### src/hw/rtl/lfid_pkg.sv
// Shared types and constants of the lowest-free identifier allocator.
package lfid_pkg;

  localparam int ID_W        = 16;
  localparam int WORD_W      = 64;
  localparam int CHUNK_W     = 8;
  localparam int DEF_NUM_IDS = 4096;

  localparam logic [ID_W-1:0] DEF_ID_BASE = 16'd300;

  localparam logic ACT_ALLOC   = 1'b0;
  localparam logic ACT_RELEASE = 1'b1;

  localparam logic [1:0] ST_OK    = 2'd0;
  localparam logic [1:0] ST_NONE  = 2'd1;
  localparam logic [1:0] ST_RANGE = 2'd2;

  typedef struct packed {
    logic            action;
    logic [ID_W-1:0] id_value;
  } req_t;

  typedef struct packed {
    logic [ID_W-1:0] granted_id;
    logic [1:0]      status;
  } rsp_t;

  typedef enum logic [2:0] {
    S_CLEAR,
    S_IDLE,
    S_SCAN_SUM,
    S_READ,
    S_SCAN_WORD,
    S_WRITE,
    S_DONE
  } state_t;

endpackage

### src/hw/rtl/lowest_free_id_allocator.sv
// Top level: request sequencer, word summary flags and result register.
//
// Requests arrive on req (req_valid/req_ready). An allocate takes the lowest
// free entry i, marks it used and returns id_base + i (modulo 2^16), or status
// none-free when the map is full. A release clears the entry of id_value, or
// returns status out-of-range when id_value - id_base is not below NUM_IDS.
// Each request yields exactly one result on rsp (rsp_valid/rsp_ready).
// id_base is written through cfg_valid/cfg_data; cfg_ready is always high.
//
// The map is kept in 64-bit words with one summary flag per word that marks
// it full. The sequencer feeds one 8-bit lowest-clear finder, first with
// summary flags (8 words a cycle) and then with the selected word (8 bits
// a cycle). An allocate scans the summary flags, reads the word, scans it,
// writes it back and hands over the result, or goes straight to hand-over
// when the map is full; a release reads and writes the word, and an
// out-of-range release goes straight to hand-over. One request is handled
// at a time; a new one is taken while the previous result still waits in
// the output register, but a result waits for a stalled receiver before
// the following one can be handed over. After reset a clearing pass writes
// zero to every word, with req_ready low.
module lowest_free_id_allocator #(
  parameter int NUM_IDS = lfid_pkg::DEF_NUM_IDS
) (
  input  logic                      clk,
  input  logic                      rst,
  input  logic                      cfg_valid,
  output logic                      cfg_ready,
  input  logic [lfid_pkg::ID_W-1:0] cfg_data,
  input  logic                      req_valid,
  output logic                      req_ready,
  input  lfid_pkg::req_t            req,
  output logic                      rsp_valid,
  input  logic                      rsp_ready,
  output lfid_pkg::rsp_t            rsp
);
  import lfid_pkg::*;

  localparam int NUM_WORDS = (NUM_IDS + WORD_W - 1) / WORD_W;
  localparam int WA_W      = NUM_WORDS > 1 ? $clog2(NUM_WORDS) : 1;
  localparam int NSC       = (NUM_WORDS + CHUNK_W - 1) / CHUNK_W;
  localparam int SC_W      = NSC > 1 ? $clog2(NSC) : 1;
  localparam int BIT_W     = $clog2(WORD_W);
  localparam int CK_W      = $clog2(CHUNK_W);
  localparam int BC_W      = $clog2(WORD_W / CHUNK_W);
  localparam int IDX_W     = WA_W + BIT_W;
  localparam int LAST_BITS = NUM_IDS - (NUM_WORDS - 1) * WORD_W;

  // Bits of the last word that lie beyond NUM_IDS count as used.
  localparam logic [WORD_W-1:0] LAST_PAD = {WORD_W{1'b1}} << LAST_BITS;

  state_t state, state_next;

  logic                   action_q;
  logic [BIT_W-1:0]       bit_pos;
  logic [WA_W-1:0]        word_addr;
  logic [SC_W-1:0]        sum_chunk;
  logic [BC_W-1:0]        bit_chunk;
  logic [ID_W-1:0]        res_id;
  logic [1:0]             res_status;
  logic [ID_W-1:0]        id_base;
  logic [NUM_WORDS-1:0]   full_q;

  logic [NSC*CHUNK_W-1:0] full_pad;
  logic [WORD_W-1:0]      word_pad;
  logic [WORD_W-1:0]      eff_word;
  logic [WORD_W-1:0]      bit_mask;
  logic [WORD_W-1:0]      rd_data;
  logic [WORD_W-1:0]      wr_data;
  logic [CHUNK_W-1:0]     find_in;
  logic                   find_ok;
  logic [CK_W-1:0]        find_pos;
  logic                   rd_en;
  logic                   wr_en;
  logic [ID_W-1:0]        req_off;
  logic                   off_ok;
  logic [IDX_W-1:0]       grant_idx;
  logic                   last_word;
  logic                   last_chunk;
  logic                   load;

  assign cfg_ready  = 1'b1;
  assign req_off    = req.id_value - id_base;
  assign off_ok     = {1'b0, req_off} < (ID_W + 1)'(NUM_IDS);
  assign last_word  = word_addr == WA_W'(NUM_WORDS - 1);
  assign last_chunk = sum_chunk == SC_W'(NSC - 1);
  assign word_pad   = last_word ? LAST_PAD : '0;
  assign eff_word   = rd_data | word_pad;
  assign bit_mask   = WORD_W'(1) << bit_pos;
  assign grant_idx  = {word_addr, bit_pos};
  assign load       = (state == S_DONE) && (!rsp_valid || rsp_ready);

  always_comb begin
    full_pad                = '1;
    full_pad[NUM_WORDS-1:0] = full_q;
  end

  lfid_find8 u_find (
    .used  (find_in),
    .found (find_ok),
    .pos   (find_pos)
  );

  lfid_map #(
    .NUM_WORDS (NUM_WORDS),
    .WA_W      (WA_W)
  ) u_map (
    .clk     (clk),
    .wr_en   (wr_en),
    .wr_addr (word_addr),
    .wr_data (wr_data),
    .rd_en   (rd_en),
    .rd_addr (word_addr),
    .rd_data (rd_data)
  );

  always_comb begin
    state_next = state;
    case (state)
      S_CLEAR: begin
        if (last_word) state_next = S_IDLE;
      end
      S_IDLE: begin
        if (req_valid) begin
          if (req.action == ACT_ALLOC) state_next = S_SCAN_SUM;
          else if (off_ok)             state_next = S_READ;
          else                         state_next = S_DONE;
        end
      end
      S_SCAN_SUM: begin
        if (find_ok)         state_next = S_READ;
        else if (last_chunk) state_next = S_DONE;
      end
      S_READ: begin
        state_next = (action_q == ACT_ALLOC) ? S_SCAN_WORD : S_WRITE;
      end
      S_SCAN_WORD: begin
        if (find_ok) state_next = S_WRITE;
      end
      S_WRITE: begin
        state_next = S_DONE;
      end
      S_DONE: begin
        if (load) state_next = S_IDLE;
      end
      default: state_next = S_IDLE;
    endcase
  end

  always_comb begin
    req_ready = 1'b0;
    rd_en     = 1'b0;
    wr_en     = 1'b0;
    wr_data   = '0;
    find_in   = eff_word[bit_chunk*CHUNK_W +: CHUNK_W];
    case (state)
      S_CLEAR: begin
        wr_en = 1'b1;
      end
      S_IDLE: begin
        req_ready = 1'b1;
      end
      S_SCAN_SUM: begin
        find_in = full_pad[sum_chunk*CHUNK_W +: CHUNK_W];
      end
      S_READ: begin
        rd_en = 1'b1;
      end
      S_WRITE: begin
        wr_en   = 1'b1;
        wr_data = (action_q == ACT_ALLOC) ? (rd_data | bit_mask) : (rd_data & ~bit_mask);
      end
      default: begin
        req_ready = 1'b0;
      end
    endcase
  end

  always_ff @(posedge clk) begin
    if (rst) begin
      state     <= S_CLEAR;
      word_addr <= '0;
      full_q    <= '0;
      id_base   <= DEF_ID_BASE;
      rsp_valid <= 1'b0;
    end else begin
      state <= state_next;
      if (cfg_valid) begin
        id_base <= cfg_data;
      end
      if (load) begin
        rsp_valid <= 1'b1;
      end else if (rsp_ready) begin
        rsp_valid <= 1'b0;
      end
      case (state)
        S_CLEAR: begin
          if (!last_word) word_addr <= word_addr + 1'b1;
        end
        S_IDLE: begin
          if (req_valid) begin
            word_addr <= WA_W'(req_off >> BIT_W);
          end
        end
        S_SCAN_SUM: begin
          if (find_ok) word_addr <= WA_W'({sum_chunk, find_pos});
        end
        S_WRITE: begin
          // A release always leaves a clear bit behind, so the word is no longer full.
          full_q[word_addr] <= (action_q == ACT_ALLOC) ? &(wr_data | word_pad) : 1'b0;
        end
        default: begin
          full_q <= full_q;
        end
      endcase
    end
  end

  // Payload registers of the sequencer and the result register.
  always_ff @(posedge clk) begin
    case (state)
      S_IDLE: begin
        if (req_valid) begin
          action_q   <= req.action;
          sum_chunk  <= '0;
          bit_chunk  <= '0;
          bit_pos    <= req_off[BIT_W-1:0];
          res_id     <= '0;
          res_status <= (req.action == ACT_RELEASE && !off_ok) ? ST_RANGE : ST_OK;
        end
      end
      S_SCAN_SUM: begin
        if (!find_ok) begin
          if (last_chunk) res_status <= ST_NONE;
          else            sum_chunk  <= sum_chunk + 1'b1;
        end
      end
      S_SCAN_WORD: begin
        if (find_ok) bit_pos   <= BIT_W'({bit_chunk, find_pos});
        else         bit_chunk <= bit_chunk + 1'b1;
      end
      S_WRITE: begin
        if (action_q == ACT_ALLOC) res_id <= id_base + ID_W'(grant_idx);
      end
      S_DONE: begin
        if (load) begin
          rsp.granted_id <= res_id;
          rsp.status     <= res_status;
        end
      end
      default: begin
        res_id <= res_id;
      end
    endcase
  end

  a_alloc_bit_free: assert property (@(posedge clk) disable iff (rst)
    (state == S_WRITE && action_q == ACT_ALLOC) |-> !rd_data[bit_pos])
    else $error("allocate marks an entry that is already in use");

  a_alloc_in_range: assert property (@(posedge clk) disable iff (rst)
    (state == S_WRITE && action_q == ACT_ALLOC) |->
      ({1'b0, grant_idx} < (IDX_W + 1)'(NUM_IDS)))
    else $error("allocate picked an entry beyond the map");

  a_rsp_from_done: assert property (@(posedge clk) disable iff (rst)
    $rose(rsp_valid) |-> $past(state == S_DONE))
    else $error("result presented outside the hand-over state");

  a_release_not_full: assert property (@(posedge clk) disable iff (rst)
    (state == S_WRITE && action_q == ACT_RELEASE) |=> !full_q[$past(word_addr)])
    else $error("summary flag still marks a word full after a release");

endmodule

### src/hw/rtl/lfid_find8.sv
// Shared search unit: position of the lowest clear bit in an 8-bit slice.
module lfid_find8 (
  input  logic [lfid_pkg::CHUNK_W-1:0]         used,
  output logic                                 found,
  output logic [$clog2(lfid_pkg::CHUNK_W)-1:0] pos
);
  import lfid_pkg::*;

  always_comb begin
    found = 1'b0;
    pos   = '0;
    for (int i = CHUNK_W - 1; i >= 0; i--) begin
      if (!used[i]) begin
        found = 1'b1;
        pos   = ($clog2(CHUNK_W))'(i);
      end
    end
  end

endmodule

### src/hw/rtl/lfid_map.sv
// Bitmap storage: one write port, one registered read port, one word per address.
module lfid_map #(
  parameter int NUM_WORDS = 64,
  parameter int WA_W      = 6
) (
  input  logic                        clk,
  input  logic                        wr_en,
  input  logic [WA_W-1:0]             wr_addr,
  input  logic [lfid_pkg::WORD_W-1:0] wr_data,
  input  logic                        rd_en,
  input  logic [WA_W-1:0]             rd_addr,
  output logic [lfid_pkg::WORD_W-1:0] rd_data
);
  import lfid_pkg::*;

  logic [WORD_W-1:0] mem [NUM_WORDS];

  always_ff @(posedge clk) begin
    if (wr_en) begin
      mem[wr_addr] <= wr_data;
    end
  end

  always_ff @(posedge clk) begin
    if (rd_en) begin
      rd_data <= mem[rd_addr];
    end
  end

endmodule
### config.mk
export PLATFORM = sky130hd
export DESIGN_NAME = lowest_free_id_allocator
export DESIGN_NICKNAME = d
export VERILOG_FILES = /design/src/hw/rtl/lfid_pkg.sv /design/src/hw/rtl/lowest_free_id_allocator.sv /design/src/hw/rtl/lfid_find8.sv /design/src/hw/rtl/lfid_map.sv
export SDC_FILE = /design/constraint.sdc
export NUM_CORES = 2
export LEC_CHECK = 0
export BUFFER_PORTS_ARGS = -buffer_cell sky130_fd_sc_hd__buf_2
export CAP_MARGIN = 30
export CORE_ASPECT_RATIO = 1.75
export CORE_MARGIN = 8
export CORE_UTILIZATION = 45
export DETAILED_ROUTE_END_ITERATION = 12
export PLACE_DENSITY = 0.59
export SYNTH_ARGS = -nofsm -noshare
export SYNTH_HDL_FRONTEND = slang
export SYNTH_SLANG_ARGS = --single-unit
export TNS_END_PERCENT = 10
### constraint.sdc
create_clock -name clk -period 20.9 [get_ports clk]
set_clock_uncertainty 0.2 [all_clocks]
set_input_delay 4.18 -clock clk [delete_from_list [all_inputs] [get_ports clk]]
set_output_delay 4.18 -clock clk [all_outputs]
set_load 0.01 [all_outputs]
# ---- Word-level counts from Yosys, hierarchy flattened
# Memory sizes are Yosys's and may differ from the RTL's. A register that Yosys moved wholly into a read port is not among the register bits.
# Index checks and enable logic that the tools add are counted.
dict set report totals {
  reg_bits 139
  mem_bits_rw 4096
  input_bits 38
  output_inout_bits 21
  wordCells 132
  mem_count 1
}
dict set report op_classes {
  addsub 5
  order_cmp 3
  n_eq_ne 20
  n_shift 3
  n_mux 61
  bitwise_logic 3
  n_reduce_logical 23
}
# memory words word_bits rd rd_clocked_by_memory_dff write_ports line_no
set memory_table {}
lappend memory_table {u_map.mem 64 64 1 1 1 lfid_map.sv:16} ;# logic [WORD_W-1:0] mem [NUM_WORDS];
# op n
set ops {}
lappend ops {{two-way mux 64 bit} 2}
lappend ops {{variable part select 64 x 7 -> 8 bit} 2}
lappend ops {{bitwise AND 64 bit} 1}
lappend ops {{bitwise mux 64 bit} 1}
lappend ops {{NOT 64 bit} 1}
lappend ops {{bitwise OR 64 bit} 1}
lappend ops {{AND reduction 64 bit} 1}
lappend ops {{left shift 1 x 6 -> 64 bit (first input constant)} 1}
lappend ops {{two-way mux 3 bit} 20}
lappend ops {{two-way mux 16 bit} 2}
lappend ops {{one-hot mux 16 bit (2 select lines)} 1}
lappend ops {{two-way mux 6 bit} 5}
lappend ops {{inequality test 2 bit (second input constant)} 11}
lappend ops {{one-hot mux 3 bit (7 select lines)} 1}
lappend ops {{two-way mux 1 bit} 18}
lappend ops {{one-hot mux 6 bit (3 select lines)} 1}
lappend ops {{adder 16 x 12 -> 16 bit} 1}
lappend ops {{less-than comparator 16 x 13 -> 1 bit (second input constant)} 1}
lappend ops {{subtractor 16 bit} 1}
lappend ops {{equality test 3 bit (second input constant)} 4}
lappend ops {{one-hot mux 3 bit (2 select lines)} 2}
lappend ops {{one-hot mux 6 bit (2 select lines)} 1}
lappend ops {{AND reduction 4 bit} 3}
lappend ops {{AND reduction 3 bit} 3}
lappend ops {{21 further kinds} 33}

# ---- Logic depth before layout (Yosys ltp)
dict set report depth {
  ltp_word 12
  depth_mapped 12
  mapped_depth_nobuf 12
}

# ---- By module
# From an unflattened synthesis, not the netlist that was laid out.
dict set report unflattened {
  cells_unflattened 7611
  hier_area_um2 166698.6
}
# mod n_inst cells_each area_each_um2 seq_area_each_um2
set modules_own_cells {}
lappend modules_own_cells {lfid_map 1 6598 156989.3 124919.8}
lappend modules_own_cells {lowest_free_id_allocator 1 997 9630.5 3273.1}
lappend modules_own_cells {lfid_find8 1 16 78.8 0.0}

# ---- Worst setup path after synthesis
# Ideal clock, no wire load.
dict set report synth_path {
  path_type {input-to-reg}
  startpoint {in req[0] (netlist bit)}
  endpoint {reg state[2]}
  setup_time_ps 116
  t_arrival_ps 6681
  required_ps 20584
  slack_ps 13903
  cell_stages 12
  path_buffers 0
  cell_sequence {inv_1 > ha_1 > inv_1 > fa_1 > a211oi_1 > or4b_4 > a31oi_4 > a2111oi_1 > or4_1 > a311oi_2 > a21oi_1 > o211a_1}
}
dict set report synth_via {
  elab_chain_len 6
}
# item line_no
set synth_rtl {}
lappend synth_rtl {{start, declared} lowest_free_id_allocator.sv:31} ;# input lfid_pkg::req_t req,
lappend synth_rtl {{subtractor 16 bit} lowest_free_id_allocator.sv:82} ;# assign req_off = req.id_value - id_base;
lappend synth_rtl {{less-than comparator 16 x 13 -> 1 bit} lowest_free_id_allocator.sv:83} ;# assign off_ok = {1'b0, req_off} < (ID_W + 1)'(NUM_IDS);
lappend synth_rtl {{two-way mux 3 bit} lowest_free_id_allocator.sv:125} ;# else if (off_ok) state_next = S_READ;
lappend synth_rtl {{two-way mux 3 bit} lowest_free_id_allocator.sv:124} ;# if (req.action == ACT_ALLOC) state_next = S_SCAN_SUM;
lappend synth_rtl {{two-way mux 3 bit} lowest_free_id_allocator.sv:123} ;# if (req_valid) begin
lappend synth_rtl {{one-hot mux 3 bit (7 select lines)} lowest_free_id_allocator.sv:118} ;# case (state)
lappend synth_rtl {{end signal, assigned} lowest_free_id_allocator.sv:186} ;# state <= state_next;
lappend synth_rtl {{end, declared} lowest_free_id_allocator.sv:51} ;# state_t state, state_next;
# Every way passes these cells. The select of a mux whose other input is x is not followed.
# A chain may end at the register's enable or synchronous reset.

# ---- Final worst setup path
dict set report layout_path {
  startpoint {reg state[0]}
  endpoint {out req_ready}
}
dict set report layout_via {
  elab_chain_len 2
}
# item line_no
set layout_rtl {}
lappend layout_rtl {{equality test 3 x 1 -> 1 bit} lowest_free_id_allocator.sv:155} ;# case (state)
lappend layout_rtl {{two-way mux 1 bit} lowest_free_id_allocator.sv:155}
lappend layout_rtl {{end, declared} lowest_free_id_allocator.sv:30} ;# output logic req_ready,
# Every way passes these cells.

==> results.md <==
* CTS Buf Count at 354
* Largest net degree at the start of global routing at 127
* Worst VDD drop at roughly 0.12 mV
* Ys flop type: edfxtp_1
* Post-Synthesis Cells at roughly 8600
* Met3 Resource Use GR at between 4 and 5%
* 1st-iter DRT viols at 14554
* Clock root buffer: clkbuf_16
* Setup TNS Final at 0 ns
* Mapped Area at 157700 sq um
* Max_cap viols at 0
* Max_slew headroom at 25.95%
* Final setup viols at 0
* Clock Tree Buf Depth at 4
* Ports at just under 60
* Worst min-delay path class: reg2reg
* Routed len/inst at 40.21 um
* Leak at around 0.051 uW
* Clock Pin Slew Worst Setup and Hold Paths at 0.07 ns
* RSZ-0062 raised after global routing: false
* Layout cells sized above 1 at 12.43%
* Top cells by count, synth: edfxtp_1, a22oi_1, clkbuf_1, a31oi_1, a221oi_1
* First drt pass iteration count at 8
* Fin. Hold Viols at 0
* Design area at 177600 sq um
* Row count at 287
* Die area at 370500 sq um
* Fill count at roughly 28000
* Worst-Margin Slew at between 1 and 1.5 ns
* Die Span X at ~460 um
* Cts repair resizes at 0
* Data arrival time of the critical path at 2.49 ns
* Post-Syn Nets at 8708
* Synth Warn # at 0
* CTS H-Tree Depth at 5
* Multi-input gate area at between 20000 and 30000 sq um
* Fmax at 0.1456 GHz
* Core ar. at 349000 sq um
* Met2 track demand over resource at 48.99%
* Synth-to-Final Area Change at 12.60%
* Hold Buf Count CTS at 0
* Top Usage Layer GRT: met2
* Synth Area per Inst at around 18 sq um
* Number of synthesized flops with an enable pin at 4209
* Via density at 6.915
* First-pass GRT wire length at 745.8 mm
* Tcrit/Tclk final at 32.86%
* Final min period at 6.867 ns
* Sequential element share of the synthesized area at 81.27%
* Power after layout at roughly 21000 uW
* DRC viols at 0
* CTS tree: done
* Initial Util at 45.19%
* Clk Latency, worst-skew pair at approximately 0.96 ns
* Most frequent cell after synthesis: edfxtp_1
* CP Launch Type: flip-flop
* Detail Route Antenna Nets at 0
* Vias in the first global route at about 91000
* Initial antenna violation count at 15
* Power Dens Cells at 118.2 nW/um^2
* Post-CTS setup buffers at 0
* Leading post-synthesis cells by cell area: edfxtp_1, a22oi_1, a221oi_1, a22o_1, a31oi_1
* Total grt overflow at 0
* Vias at 94902
* CP endpoint kind: primary output
* DP Wirelength at 282.4 mm
* Synth unique cells at 73
* Largest area contributor in the netlist: edfxtp_1
* Worst setup path class: reg2out
* Synth top area share at 80.12%
* Fin util at 50.89%
* Asr flop ratio synth at 0%
* Status: completed
* Worst Path Max Fanout at 9
* Final slew viol count at 0
* Pre-CTS WS at 13.48 ns
* Placed standard-cell area at roughly 170000 sq um
* Worst EP required at ~17 ns
* Total Routing Usage GR at 28.41%
* Post-synthesis register bit count at 4299
* Chip height at approximately 800 um
* Clk sink count at about 4300
* # nets final at 8885
* Port bufs at 57
* GP Congestion at around 0.9
* Final WS setup at 14.03 ns
* Met1 GRT Util at 34.06%
* Routed WL at 551.8 mm
* Seq. cell area at 128200 sq um
==> area by class of cell <==
class	count	share of cell area (%)
tap	4624	3.257
clock inverter	198	1.004
multi-input combinational	3687	16.00
antenna	8	0.01127
clock buffer	437	5.287
timing repair buffer	430	2.178
inverter	41	0.08664
sequential	4299	72.17
==> layer usage <==
metal	up-vias	wire length, um
met4	6	37100
met1	49580	187200
met3	1564	54630
met5	-	40
li1	37088	-
met2	6664	272800
==> placed cells by master, fill, tap and decap left out, types with 64 or more instances in the layout <==
| cell | instances |
|---|---|
| nand2_1 | 64 |
| a22o_1 | 287 |
| a22oi_1 | 1480 |
| clkinv_1 | 80 |
| a41oi_1 | 113 |
| a211oi_4 | 64 |
| nor2_1 | 70 |
| buf_4 | 317 |
| clkbuf_16 | 362 |
| a31oi_1 | 318 |
| a221oi_1 | 291 |
| clkinv_2 | 64 |
| edfxtp_1 | 4209 |
| dfxtp_1 | 89 |
| clkbuf_1 | 70 |
| nand4_1 | 147 |
| a21oi_1 | 239 |
| nor4_1 | 69 |
==> cell families (layout without fill, tap and decap cells) <==
family | Yosys count | in the layout | synth area share (%)
flip-flops | 4299 | 4299 | 81.27
AO/OA/AOI/OAI | 2957 | 2957 | 13.94
buffers and inverters | 650 | 1106 | 1.635
AND/OR/NAND/NOR | 618 | 618 | 2.149
multiplexers | 54 | 54 | 0.5973
adder cells (fa/ha/maj) | 34 | 34 | 0.2792
XOR/XNOR | 23 | 23 | 0.1277
other | 1 | 9 | 0.002377
==> sequential cells by signal, summed over array words and instances, names as in the netlist <==
signal         flops
action_q           1
bit_chunk          3
bit_pos            6
full_pad          64
id_base           16
res_id            16
res_status         2
rsp               18
rsp_valid          1
state              3
sum_chunk          3
u_map.mem       4096
u_map.rd_data     64
word_addr          6
==> metrics by stage <==
step | instances | hold slack (ns)
global placement | 13046 | 0.2036
finish | 13724 | 0.2185
detailed placement | 13076 | 0.2045
floorplan | 8636 | 0.2003
global route | 13717 | 0.2241
CTS | 13711 | 0.2170
==> power breakdown <==
part	internal [uW]	switching, uW	leakage, uW
Clock	3560	3080	0.00548
Combinational	1240	3200	0.00959
Sequential	9810	111	0.0360
==> worst paths after layout <==
check / startpoint / slack, ns / cells past startpoint / end
worst min register to register: res_id[0] / 0.22 / 0 / rsp[2]
worst max-delay path: state[0] / 14.03 / 5 / req_ready
worst max register to register: word_addr[2] / 14.87 / 11 / u_map.rd_data[44]
worst min-delay path: res_id[0] / 0.22 / 0 / rsp[2]
==> worst max-delay path, cell delays in order, from the launching register on <==
cell      delay [ns]
dfxtp_1         0.47
inv_1           0.16
nor2_1          0.25
nand2_1         0.24
clkinv_1        0.23
buf_2           0.18
(Power assumes the default switching activity.)
